File: src/rtl/kdlp_pkg.sv
// ----------------------------------------------------------------------------
// kdlp_pkg
// Shared types, codes and sizes for the key debounce and event queue block.
// ----------------------------------------------------------------------------
package kdlp_pkg;

    localparam int KEY_COUNT       = 3;
    localparam int SLOT_COUNT      = 4;
    localparam int QUEUE_DEPTH_DEF = 16;

    localparam int DB_W       = 8;
    localparam int LP_W       = 16;
    localparam int CFG_IDX_W  = 1;
    localparam int CFG_DATA_W = 16;

    localparam logic [DB_W-1:0] DEBOUNCE_RESET   = 8'd5;
    localparam logic [LP_W-1:0] LONG_PRESS_RESET = 16'd100;

    localparam logic [CFG_IDX_W-1:0] CFG_DEBOUNCE   = 1'd0;
    localparam logic [CFG_IDX_W-1:0] CFG_LONG_PRESS = 1'd1;

    // command queue between front and back
    localparam int CMDQ_DEPTH = 4;
    localparam int CMDQ_IDX_W = 2;
    localparam int CMDQ_CNT_W = 3;

    localparam logic [1:0] KIND_TICK   = 2'd0;
    localparam logic [1:0] KIND_READ   = 2'd1;
    localparam logic [1:0] KIND_RESYNC = 2'd2;

    typedef logic [3:0] event_t;

    localparam event_t EV_NONE       = 4'd0;
    localparam event_t EV_BACK_SHORT = 4'd1;
    localparam event_t EV_BACK_LONG  = 4'd2;
    localparam event_t EV_WAKE_SHORT = 4'd3;
    localparam event_t EV_WAKE_LONG  = 4'd4;
    localparam event_t EV_ENC_PRESS  = 4'd5;
    localparam event_t EV_ENC_LONG   = 4'd6;
    localparam event_t EV_CW         = 4'd7;
    localparam event_t EV_CCW        = 4'd8;

    localparam event_t EV_SHORT [KEY_COUNT] = '{EV_BACK_SHORT, EV_WAKE_SHORT, EV_ENC_PRESS};
    localparam event_t EV_LONG  [KEY_COUNT] = '{EV_BACK_LONG, EV_WAKE_LONG, EV_ENC_LONG};

    typedef enum logic [1:0] {
        OP_TICK,
        OP_READ,
        OP_CLEAR
    } op_t;

    // slots 0..2 are the keys, slot 3 the rotation
    typedef struct packed {
        op_t                         op;
        logic [SLOT_COUNT-1:0]       ev_valid;
        event_t [SLOT_COUNT-1:0]     ev_code;
    } cmd_t;

endpackage

File: src/rtl/kdlp_intf.sv
// ----------------------------------------------------------------------------
// kdlp_intf
// Valid/ready channels for key items and event results.
// ----------------------------------------------------------------------------
interface kdlp_in_if;
    logic               valid;
    logic               ready;
    logic [1:0]         kind;
    logic [2:0]         raw_keys;
    logic signed [15:0] rot_steps;

    modport source (output valid, output kind, output raw_keys, output rot_steps,
                    input ready);
    modport sink   (input valid, input kind, input raw_keys, input rot_steps,
                    output ready);
endinterface

interface kdlp_out_if;
    logic       valid;
    logic       ready;
    logic [3:0] event_res;

    modport source (output valid, output event_res, input ready);
    modport sink   (input valid, input event_res, output ready);
endinterface

File: src/rtl/key_debounce_long_press_event_queue_core.sv
// ----------------------------------------------------------------------------
// key_debounce_long_press_event_queue_core
// Debounces three keys, detects short and long presses and rotation, and
// queues the resulting events for reading.
// ----------------------------------------------------------------------------
// items:  tick (kind 0), read (kind 1) and resync (kind 2) items, valid/ready.
// events: one result per read item, 0 when the event queue is empty.
// cfg_we/cfg_index/cfg_data: write debounce_ticks (0) or long_press_ticks (1),
//   only while the block is idle.
// The front end takes one item per cycle, while the 4-entry command queue
// is not full; the back end pops one command at a time and writes the
// events of a tick one after another, since the event ring has a single
// write port. A read item is first written into the command queue, and its
// result is then loaded into the output register that drives events.valid.
// Reset clears key state, empties the event ring and restores the thresholds
// to 5 and 100; ring contents are not cleared and need no clearing pass.
// A stalled receiver holds the output register, the back end waits at the
// next read, the command queue fills and items.ready then drops.
// ----------------------------------------------------------------------------
module key_debounce_long_press_event_queue_core
#(
    parameter int QUEUE_DEPTH = kdlp_pkg::QUEUE_DEPTH_DEF
)
(
    input  logic                                clk,
    input  logic                                rst_n,
    kdlp_in_if.sink                             items,
    kdlp_out_if.source                          events,
    input  logic                                cfg_we,
    input  logic [kdlp_pkg::CFG_IDX_W-1:0]      cfg_index,
    input  logic [kdlp_pkg::CFG_DATA_W-1:0]     cfg_data
);

    logic [kdlp_pkg::DB_W-1:0]  debounce_reg;
    logic [kdlp_pkg::LP_W-1:0]  long_press_reg;
    logic                       cmd_push;
    logic                       cmd_full;
    logic                       cmd_valid;
    logic                       cmd_pop;
    kdlp_pkg::cmd_t             cmd_new;
    kdlp_pkg::cmd_t             cmd_head;

    always_ff @(posedge clk or negedge rst_n)
    begin
        if (!rst_n)
        begin
            debounce_reg   <= kdlp_pkg::DEBOUNCE_RESET;
            long_press_reg <= kdlp_pkg::LONG_PRESS_RESET;
        end
        else if (cfg_we)
        begin
            unique case (cfg_index)
                kdlp_pkg::CFG_DEBOUNCE:   debounce_reg   <= cfg_data[kdlp_pkg::DB_W-1:0];
                kdlp_pkg::CFG_LONG_PRESS: long_press_reg <= cfg_data[kdlp_pkg::LP_W-1:0];
                default:                  debounce_reg   <= debounce_reg;
            endcase
        end
    end

    kdlp_front u_front
    (
        .clk              (clk),
        .rst_n            (rst_n),
        .items            (items),
        .debounce_ticks   (debounce_reg),
        .long_press_ticks (long_press_reg),
        .cmd_full         (cmd_full),
        .cmd_push         (cmd_push),
        .cmd              (cmd_new)
    );

    kdlp_cmd_fifo u_cmd_fifo
    (
        .clk        (clk),
        .rst_n      (rst_n),
        .push       (cmd_push),
        .push_cmd   (cmd_new),
        .full       (cmd_full),
        .pop        (cmd_pop),
        .head_valid (cmd_valid),
        .head_cmd   (cmd_head)
    );

    kdlp_back
    #(
        .QUEUE_DEPTH (QUEUE_DEPTH)
    )
    u_back
    (
        .clk       (clk),
        .rst_n     (rst_n),
        .cmd_valid (cmd_valid),
        .cmd_head  (cmd_head),
        .cmd_pop   (cmd_pop),
        .events    (events)
    );

`ifndef SYNTHESIS
    a_pop_needs_head: assert property (@(posedge clk) disable iff (!rst_n)
        cmd_pop |-> cmd_valid)
        else $error("command popped from an empty queue");

    a_result_from_read: assert property (@(posedge clk) disable iff (!rst_n)
        $rose(events.valid) |->
            $past(cmd_pop && cmd_valid && (cmd_head.op == kdlp_pkg::OP_READ)))
        else $error("result shown without a read command");

    a_stall_has_head: assert property (@(posedge clk) disable iff (!rst_n)
        !items.ready |-> cmd_valid)
        else $error("front stalled while command queue is empty");
`endif

endmodule

File: src/rtl/kdlp_cmd_fifo.sv
// ----------------------------------------------------------------------------
// kdlp_cmd_fifo
// Short command queue that decouples the key front end from the event queue.
// ----------------------------------------------------------------------------
module kdlp_cmd_fifo
(
    input  logic             clk,
    input  logic             rst_n,
    input  logic             push,
    input  kdlp_pkg::cmd_t   push_cmd,
    output logic             full,
    input  logic             pop,
    output logic             head_valid,
    output kdlp_pkg::cmd_t   head_cmd
);

    kdlp_pkg::cmd_t                       entry_reg [kdlp_pkg::CMDQ_DEPTH];
    logic [kdlp_pkg::CMDQ_IDX_W-1:0]      head_reg;
    logic [kdlp_pkg::CMDQ_IDX_W-1:0]      tail_reg;
    logic [kdlp_pkg::CMDQ_CNT_W-1:0]      count_reg;
    logic                                 do_push;
    logic                                 do_pop;

    assign full       = (count_reg == kdlp_pkg::CMDQ_CNT_W'(kdlp_pkg::CMDQ_DEPTH));
    assign head_valid = (count_reg != '0);
    assign head_cmd   = entry_reg[head_reg];
    assign do_push    = push && !full;
    assign do_pop     = pop && head_valid;

    always_ff @(posedge clk)
    begin
        if (do_push)
        begin
            entry_reg[tail_reg] <= push_cmd;
        end
    end

    always_ff @(posedge clk or negedge rst_n)
    begin
        if (!rst_n)
        begin
            head_reg  <= '0;
            tail_reg  <= '0;
            count_reg <= '0;
        end
        else
        begin
            if (do_push)
            begin
                tail_reg <= tail_reg + 1'b1;
            end
            if (do_pop)
            begin
                head_reg <= head_reg + 1'b1;
            end
            case ({do_push, do_pop})
                2'b10:   count_reg <= count_reg + 1'b1;
                2'b01:   count_reg <= count_reg - 1'b1;
                default: count_reg <= count_reg;
            endcase
        end
    end

endmodule

File: src/rtl/kdlp_front.sv
// ----------------------------------------------------------------------------
// kdlp_front
// Accepts items, debounces the keys, detects long presses and builds one
// command per tick, read or resync item for the event queue.
// ----------------------------------------------------------------------------
module kdlp_front
(
    input  logic                          clk,
    input  logic                          rst_n,
    kdlp_in_if.sink                       items,
    input  logic [kdlp_pkg::DB_W-1:0]     debounce_ticks,
    input  logic [kdlp_pkg::LP_W-1:0]     long_press_ticks,
    input  logic                          cmd_full,
    output logic                          cmd_push,
    output kdlp_pkg::cmd_t                cmd
);

    localparam int KC = kdlp_pkg::KEY_COUNT;

    logic                         stable_reg [KC];
    logic                         stable_next [KC];
    logic [kdlp_pkg::DB_W-1:0]    dc_reg [KC];
    logic [kdlp_pkg::DB_W-1:0]    dc_next [KC];
    logic [kdlp_pkg::LP_W-1:0]    hold_reg [KC];
    logic [kdlp_pkg::LP_W-1:0]    hold_next [KC];
    logic                         lr_reg [KC];
    logic                         lr_next [KC];
    logic [KC-1:0]                short_hit;
    logic [KC-1:0]                long_hit;
    logic                         accept;

    assign items.ready = !cmd_full;
    assign accept      = items.valid && items.ready;

    // per-key debounce and hold timing, keys are independent
    always_comb
    begin
        logic [kdlp_pkg::DB_W-1:0] dc_inc;
        logic [kdlp_pkg::LP_W-1:0] hold_new;
        logic                      raw;
        for (int k = 0; k < KC; k++)
        begin
            raw          = items.raw_keys[k];
            dc_inc       = dc_reg[k] + 1'b1;
            hold_new     = (hold_reg[k] < long_press_ticks) ? hold_reg[k] + 1'b1 : hold_reg[k];
            stable_next[k] = stable_reg[k];
            dc_next[k]     = dc_reg[k];
            hold_next[k]   = hold_reg[k];
            lr_next[k]     = lr_reg[k];
            short_hit[k]   = 1'b0;
            long_hit[k]    = 1'b0;
            if (raw != stable_reg[k])
            begin
                if (dc_inc >= debounce_ticks)
                begin
                    stable_next[k] = raw;
                    dc_next[k]     = '0;
                    hold_next[k]   = '0;
                    lr_next[k]     = 1'b0;
                    short_hit[k]   = !raw && !lr_reg[k];
                end
                else
                begin
                    dc_next[k] = dc_inc;
                end
            end
            else
            begin
                dc_next[k] = '0;
                if (stable_reg[k])
                begin
                    hold_next[k] = hold_new;
                    if ((hold_new >= long_press_ticks) && !lr_reg[k])
                    begin
                        lr_next[k]  = 1'b1;
                        long_hit[k] = 1'b1;
                    end
                end
            end
        end
    end

    always_comb
    begin
        cmd          = '0;
        cmd.op       = kdlp_pkg::OP_TICK;
        cmd_push     = 1'b0;
        unique case (items.kind)
            kdlp_pkg::KIND_TICK:
            begin
                cmd_push = accept;
                for (int k = 0; k < KC; k++)
                begin
                    cmd.ev_valid[k] = short_hit[k] || long_hit[k];
                    cmd.ev_code[k]  = short_hit[k] ? kdlp_pkg::EV_SHORT[k]
                                                   : kdlp_pkg::EV_LONG[k];
                end
                cmd.ev_valid[KC] = (items.rot_steps != '0);
                cmd.ev_code[KC]  = items.rot_steps[15] ? kdlp_pkg::EV_CCW
                                                       : kdlp_pkg::EV_CW;
            end
            kdlp_pkg::KIND_READ:
            begin
                cmd_push = accept;
                cmd.op   = kdlp_pkg::OP_READ;
            end
            kdlp_pkg::KIND_RESYNC:
            begin
                cmd_push = accept;
                cmd.op   = kdlp_pkg::OP_CLEAR;
            end
            default:
            begin
                cmd_push = 1'b0;
            end
        endcase
    end

    always_ff @(posedge clk or negedge rst_n)
    begin
        if (!rst_n)
        begin
            for (int k = 0; k < KC; k++)
            begin
                stable_reg[k] <= 1'b0;
                dc_reg[k]     <= '0;
                hold_reg[k]   <= '0;
                lr_reg[k]     <= 1'b0;
            end
        end
        else if (accept && (items.kind == kdlp_pkg::KIND_TICK))
        begin
            for (int k = 0; k < KC; k++)
            begin
                stable_reg[k] <= stable_next[k];
                dc_reg[k]     <= dc_next[k];
                hold_reg[k]   <= hold_next[k];
                lr_reg[k]     <= lr_next[k];
            end
        end
        else if (accept && (items.kind == kdlp_pkg::KIND_RESYNC))
        begin
            for (int k = 0; k < KC; k++)
            begin
                stable_reg[k] <= items.raw_keys[k];
                dc_reg[k]     <= '0;
                hold_reg[k]   <= '0;
                lr_reg[k]     <= 1'b0;
            end
        end
    end

endmodule

File: src/rtl/kdlp_back.sv
// ----------------------------------------------------------------------------
// kdlp_back
// Event ring queue: writes the events of a tick one per cycle, pops on read
// commands into the output register, empties on resync.
// ----------------------------------------------------------------------------
module kdlp_back
#(
    parameter int QUEUE_DEPTH = kdlp_pkg::QUEUE_DEPTH_DEF
)
(
    input  logic             clk,
    input  logic             rst_n,
    input  logic             cmd_valid,
    input  kdlp_pkg::cmd_t   cmd_head,
    output logic             cmd_pop,
    kdlp_out_if.source       events
);

    localparam int SC    = kdlp_pkg::SLOT_COUNT;
    localparam int IDX_W = (QUEUE_DEPTH > 1) ? $clog2(QUEUE_DEPTH) : 1;
    localparam logic [IDX_W-1:0] LAST_IDX = IDX_W'(QUEUE_DEPTH - 1);

    kdlp_pkg::event_t     ring_mem [QUEUE_DEPTH];
    logic [IDX_W-1:0]     rd_idx_reg;
    logic [IDX_W-1:0]     rd_idx_next;
    logic [IDX_W-1:0]     rd_idx_inc;
    logic [IDX_W-1:0]     wr_idx_reg;
    logic [IDX_W-1:0]     wr_idx_next;
    logic [IDX_W-1:0]     wr_idx_inc;
    logic [SC-1:0]        done_reg;
    logic [SC-1:0]        done_next;
    logic [SC-1:0]        pend;
    logic [SC-1:0]        sel;
    logic                 ring_empty;
    logic                 ring_full;
    logic                 ring_we;
    kdlp_pkg::event_t     ring_wdata;
    kdlp_pkg::event_t     out_evt_reg;
    logic                 out_valid_reg;
    logic                 out_valid_next;
    logic                 out_free;
    logic                 out_load;

    assign wr_idx_inc = (wr_idx_reg == LAST_IDX) ? '0 : wr_idx_reg + 1'b1;
    assign rd_idx_inc = (rd_idx_reg == LAST_IDX) ? '0 : rd_idx_reg + 1'b1;
    assign ring_empty = (rd_idx_reg == wr_idx_reg);
    assign ring_full  = (wr_idx_inc == rd_idx_reg);
    assign out_free   = !out_valid_reg || events.ready;

    always_comb
    begin
        pend = cmd_head.ev_valid & ~done_reg;
        // lowest pending slot keeps back, wake, encoder, rotation order
        sel  = '0;
        for (int i = SC - 1; i >= 0; i--)
        begin
            if (pend[i])
            begin
                sel    = '0;
                sel[i] = 1'b1;
            end
        end
        ring_wdata = kdlp_pkg::EV_NONE;
        for (int i = 0; i < SC; i++)
        begin
            if (sel[i])
            begin
                ring_wdata = cmd_head.ev_code[i];
            end
        end

        cmd_pop     = 1'b0;
        done_next   = done_reg;
        ring_we     = 1'b0;
        rd_idx_next = rd_idx_reg;
        wr_idx_next = wr_idx_reg;
        out_load    = 1'b0;
        if (cmd_valid)
        begin
            unique case (cmd_head.op)
                kdlp_pkg::OP_TICK:
                begin
                    if (pend == '0)
                    begin
                        cmd_pop   = 1'b1;
                        done_next = '0;
                    end
                    else
                    begin
                        // full queue drops the event silently
                        ring_we = !ring_full;
                        if (!ring_full)
                        begin
                            wr_idx_next = wr_idx_inc;
                        end
                        if ((pend & ~sel) == '0)
                        begin
                            cmd_pop   = 1'b1;
                            done_next = '0;
                        end
                        else
                        begin
                            done_next = done_reg | sel;
                        end
                    end
                end
                kdlp_pkg::OP_READ:
                begin
                    if (out_free)
                    begin
                        out_load = 1'b1;
                        cmd_pop  = 1'b1;
                        if (!ring_empty)
                        begin
                            rd_idx_next = rd_idx_inc;
                        end
                    end
                end
                kdlp_pkg::OP_CLEAR:
                begin
                    rd_idx_next = '0;
                    wr_idx_next = '0;
                    cmd_pop     = 1'b1;
                end
                default:
                begin
                    cmd_pop = 1'b1;
                end
            endcase
        end

        if (out_load)
        begin
            out_valid_next = 1'b1;
        end
        else if (events.ready)
        begin
            out_valid_next = 1'b0;
        end
        else
        begin
            out_valid_next = out_valid_reg;
        end
    end

    always_ff @(posedge clk)
    begin
        if (ring_we)
        begin
            ring_mem[wr_idx_reg] <= ring_wdata;
        end
        if (out_load)
        begin
            out_evt_reg <= ring_empty ? kdlp_pkg::EV_NONE : ring_mem[rd_idx_reg];
        end
    end

    always_ff @(posedge clk or negedge rst_n)
    begin
        if (!rst_n)
        begin
            rd_idx_reg    <= '0;
            wr_idx_reg    <= '0;
            done_reg      <= '0;
            out_valid_reg <= 1'b0;
        end
        else
        begin
            rd_idx_reg    <= rd_idx_next;
            wr_idx_reg    <= wr_idx_next;
            done_reg      <= done_next;
            out_valid_reg <= out_valid_next;
        end
    end

    assign events.valid     = out_valid_reg;
    assign events.event_res = out_evt_reg;

endmodule
File: src/flat_wrapper.sv
// flat-port wrapper written by rule: the top's interface ports become plain ports
module key_debounce_long_press_event_queue_core_flat 
#(
    parameter int QUEUE_DEPTH = kdlp_pkg::QUEUE_DEPTH_DEF
)
  (clk, rst_n, cfg_we, cfg_index, cfg_data, items_valid, items_kind, items_raw_keys, items_rot_steps, items_ready, events_valid, events_event_res, events_ready);
  kdlp_in_if items_i ();
  kdlp_out_if events_i ();
  input  logic clk;
  input  logic rst_n;
  input  logic cfg_we;
  input  logic [kdlp_pkg::CFG_IDX_W-1:0] cfg_index;
  input  logic [kdlp_pkg::CFG_DATA_W-1:0] cfg_data;
  input wire logic [$bits(items_i.valid)-1:0] items_valid;
  input wire logic [$bits(items_i.kind)-1:0] items_kind;
  input wire logic [$bits(items_i.raw_keys)-1:0] items_raw_keys;
  input wire logic [$bits(items_i.rot_steps)-1:0] items_rot_steps;
  output wire logic [$bits(items_i.ready)-1:0] items_ready;
  output wire logic [$bits(events_i.valid)-1:0] events_valid;
  output wire logic [$bits(events_i.event_res)-1:0] events_event_res;
  input wire logic [$bits(events_i.ready)-1:0] events_ready;
  assign items_i.valid = items_valid;
  assign items_i.kind = items_kind;
  assign items_i.raw_keys = items_raw_keys;
  assign items_i.rot_steps = items_rot_steps;
  assign items_ready = items_i.ready;
  assign events_valid = events_i.valid;
  assign events_event_res = events_i.event_res;
  assign events_i.ready = events_ready;
  key_debounce_long_press_event_queue_core #(.QUEUE_DEPTH(QUEUE_DEPTH)) u_core (.clk(clk), .rst_n(rst_n), .items(items_i), .events(events_i), .cfg_we(cfg_we), .cfg_index(cfg_index), .cfg_data(cfg_data));
endmodule
File: config.mk
export PLATFORM = sky130hd
export DESIGN_NAME = key_debounce_long_press_event_queue_core_flat
export DESIGN_NICKNAME = d
export VERILOG_FILES = /design/src/rtl/kdlp_pkg.sv /design/src/rtl/kdlp_intf.sv /design/src/rtl/key_debounce_long_press_event_queue_core.sv /design/src/rtl/kdlp_cmd_fifo.sv /design/src/rtl/kdlp_front.sv /design/src/rtl/kdlp_back.sv /design/src/flat_wrapper.sv
export SDC_FILE = /design/constraint.sdc
export NUM_CORES = 1
export LEC_CHECK = 0
export BUFFER_PORTS_ARGS = -buffer_cell sky130_fd_sc_hd__buf_2
export CAP_MARGIN = 10
export CORE_ASPECT_RATIO = 1.2
export CORE_MARGIN = 5
export CORE_UTILIZATION = 45
export DETAILED_ROUTE_END_ITERATION = 8
export PLACE_DENSITY = 0.64
export SYNTH_ARGS = -nofsm -noshare
export SYNTH_HDL_FRONTEND = slang
export SYNTH_SLANG_ARGS = --single-unit
File: constraint.sdc
create_clock -name clk -period 5.04 [get_ports clk]
set_input_delay 1.008 -clock clk [delete_from_list [all_inputs] [get_ports clk]]
set_output_delay 1.008 -clock clk [all_outputs]
set_load 0.02 [all_outputs]
==> results.ini <==
[critical_path]
criticalPathCategory = reg2reg
timing.rr.end = u_core.u_cmd_fifo.entry_reg[2][16]
critPathMaxFanout = 7
reg2reg_slack_ns = 0.69
critical_path.startpoint_type = flop
worst_r2r_startpoint = u_core.u_front.hold_reg[47]
worst_ep_required_time_ns = 5.33
worst-r2r-cell-count = 13
data_arrival_time_at_the_worst_slack_endpoint_ns = 4.65
worstSetupStartpoint = u_core.u_front.hold_reg[47]
worst_setup_path_end_kind = flop
crit_end = u_core.u_cmd_fifo.entry_reg[2][16]

[yosys]
netlist.top_cell.by_area = edfxtp_1
synth_fp_nets = 1536
yosysTopAreaCellShare = 0.255
yosysSeqAreaShare = 0.458
synthArstFlopShare = 0.488
synth-main-ff-cell = edfxtp_1
yosysWarningCount = 0
yosys.cell_types.count = 77
ys_ff_latch = 250
post_synthesis_instance_total = 1356
synth_enable_flop_cells = 128
synth_top_cells_by_area = edfxtp_1 26%, dfrtp_1 19%, ha_1 11%, mux4_2 5.2%, nand2_1 2.7%
mappedNetlistArea_mm2 = 0.0151
syn_avg_cell_area_um2 = 11.1

[placement]
hpwlAfterDp_um = 27200
dp_slack_ns = 0.719
io_buffers = 48
gp_congestion = 0.909

[route]
route.antenna.remaining_nets = 0
drc = 0
drt_wl_cell_um = 19.6
finalWirelength_um = 37100
dr.first_iter.drc_count = 620
firstDrtPassIters = 5
vias_per_cell = 5.85
routed-via-count = 11044

[clock_network]
insertion_delay_ns = 0.55
clock_pin_slew_of_the_registers_on_the_worst_case_setup_and_hold_paths_ns = 0.06
cts_resized = 0
cts_tree = done
cts_hold_buf = 0
cts_buffers = 27
clock_path_buffers = 3
ctsRootBufferMaster = clkbuf_16
post_cts.repair.setup_buffers = 0
cts.htree.levels = 1
cts.sink_count = 250

[global_route]
antenna_found_initial = 3
grt_pass1_vias = 11060
globalRoute.busiestLayer = met2
grt.overflow.total = 0
grt_use_total = 0.198
met1_track_demand_over_resource = 0.241
global_route.usage.met2 = 0.364
grt_first_pass_wirelength_um = 59400
grt_max_degree = 65
grt_util_met3 = 0.0291

[timing]
finalWorstSetupSlack_ns = 0.689
hold_viol = 0
setup_repair_after_global_routing_missed_its_margin = false
relSlewSlack = 0.243
fin_setup_tns_ns = 0
final-max-slew-violation-count = 0
achievable-frequency_mhz = 230
finalSetupViolations = 0
final.setup_skew_ns = 0.0141
worstMarginPinSlew_ns = 1.12
final_min_period_over_clock_period = 0.863
min_period_ns = 4.35

[pwr]
power.share.sequential = 0.392
netSwitchingPower_mw = 2.62
p_clk_frac = 0.268
p_int_mw = 4.84
power.static_leakage_nw = 7.11
peakVddDrop_uv = 342
cellPowerDensity_mw_per_mm2 = 444
comb_power_share = 0.340
switching_share = 0.351

[layout]
antenna-diode-count = 0
layout-drive-gt1-share = 0.138
area_growth_pct = 11.6
fillcell_total = 3016
layout_common_cells = 136 x ha_1, 128 x edfxtp_1, 117 x dfrtp_1
largest_register_ff_count = 64
final_nets = 1597
most_common_library_cell_in_the_layout_ignoring_fill_and_taps = ha_1

[die]
design.die.area_mm2 = 0.0372
die_height_um = 210
design.core.area_mm2 = 0.0331
ports_placed_on_the_boundary = 49
num_rows = 73
fp.dieW_um = 177
starting_density_of_the_core = 0.455

[hold_path]
holdCritPathClass = reg2reg

[run]
cap_viol_max_count = 0

[outcome]
result_of_the_run = finished, final reports clean

==> worst min path at each step <==
stage / from / endpoint / slack (ns) / cells after the start
final: u_core.u_front.hold_reg[10] / u_core.u_front.hold_reg[10] / 0.49 / 1
after global routing: u_core.u_front.hold_reg[10] / u_core.u_front.hold_reg[10] / 0.51 / 1
after floorplan: u_core.u_front.hold_reg[10] / u_core.u_front.hold_reg[10] / 0.45 / 1
after global placement: u_core.u_back.done_reg[3] / u_core.u_back.done_reg[3] / 0.48 / 1
after CTS: u_core.u_front.hold_reg[10] / u_core.u_front.hold_reg[10] / 0.49 / 1
after detailed placement: u_core.u_front.hold_reg[10] / u_core.u_front.hold_reg[10] / 0.48 / 1
==> synthesized netlist by cell type, drive strengths merged (14+ instances only) <==
cell	n
a31oi	40
a22o	17
xnor2	45
dfrtp	117
ha	136
inv	69
nand3	40
a21o	26
mux4	35
nand4	16
edfxtp	128
nor3	48
nor2	62
and3	17
nand2	110
or3	15
buf	20
o21ai	68
a21oi	59
clkbuf	26
xor2	30
mux2	17
a211oi	14
a211o	18
nand2b	18
==> critical path, stage by stage (launching register included) <==
cell and delay (ns):
dfrtp_1 0.45, ha_1 0.34, nand2_1 0.09, nor4_1 0.46
o2111ai_1 0.28, o21ai_1 0.51, nor3_1 0.12, xor2_1 0.17
ha_1 0.31, and4_1 0.20, a2111oi_0 0.39, o31ai_1 0.14
a221o_1 0.35, a31o_2 0.27
==> power by group through the flow <==
stage | registers (mW) | logic [mW] | clock network (mW)
3_5_place_dp | 2.97 | 2.54 | 0
6_report | 2.93 | 2.54 | 2.00
2_1_floorplan | 2.84 | 1.85 | 0
5_1_grt | 2.97 | 2.81 | 2.14
3_3_place_gp | 2.96 | 2.47 | 0
4_1_cts | 2.93 | 2.55 | 2.05
==> layout make-up <==
cell class / instances / area (µm²) / area share
clock buffer: 36 / 729 / 0.0434
clock inverter: 14 / 161 / 0.00961
inverter: 69 / 259 / 0.0154
multi-input combinational: 991 / 7700 / 0.459
sequential: 250 / 6900 / 0.411
tap: 450 / 563 / 0.0335
timing repair buffer: 78 / 480 / 0.0286
==> kinds of logic (layout without fill, tap and decap cells) <==
| group | Yosys count | in the layout | share of synthesized area |
|---|---|---|---|
| AO/OA/AOI/OAI | 327 | 327 | 0.151 |
| adder cells (fa/ha/maj) | 138 | 138 | 0.115 |
| XOR/XNOR | 75 | 75 | 0.0436 |
| AND/OR/NAND/NOR | 392 | 392 | 0.132 |
| flip-flops | 250 | 250 | 0.458 |
| buffers and inverters | 115 | 197 | 0.0299 |
| multiplexers | 59 | 59 | 0.0697 |
==> metrics by stage <==
| step | cells | area [µm²] | hold WS, ns | total power [mW] | util |
|---|---|---|---|---|---|
| after global routing | 1888 | 16800 | 0.512 | 7.93 | 0.508 |
| after global placement | 1838 | 15900 | 0.476 | 5.43 | 0.481 |
| after floorplan | 1356 | 15100 | 0.453 | 4.69 | - |
| after detailed placement | 1838 | 15900 | 0.477 | 5.50 | 0.481 |
| final | 1888 | 16800 | 0.491 | 7.46 | 0.508 |
| after CTS | 1888 | 16800 | 0.487 | 7.54 | 0.508 |
==> metal layers <==
metal | vias to the layer above | share of wire
li1 | 5286 | -
met1 | 5463 | 0.41
met2 | 220 | 0.51
met3 | 69 | 0.042
met4 | 6 | 0.030
met5 | - | 0.0012
Power figures use the tool's default switching activity.
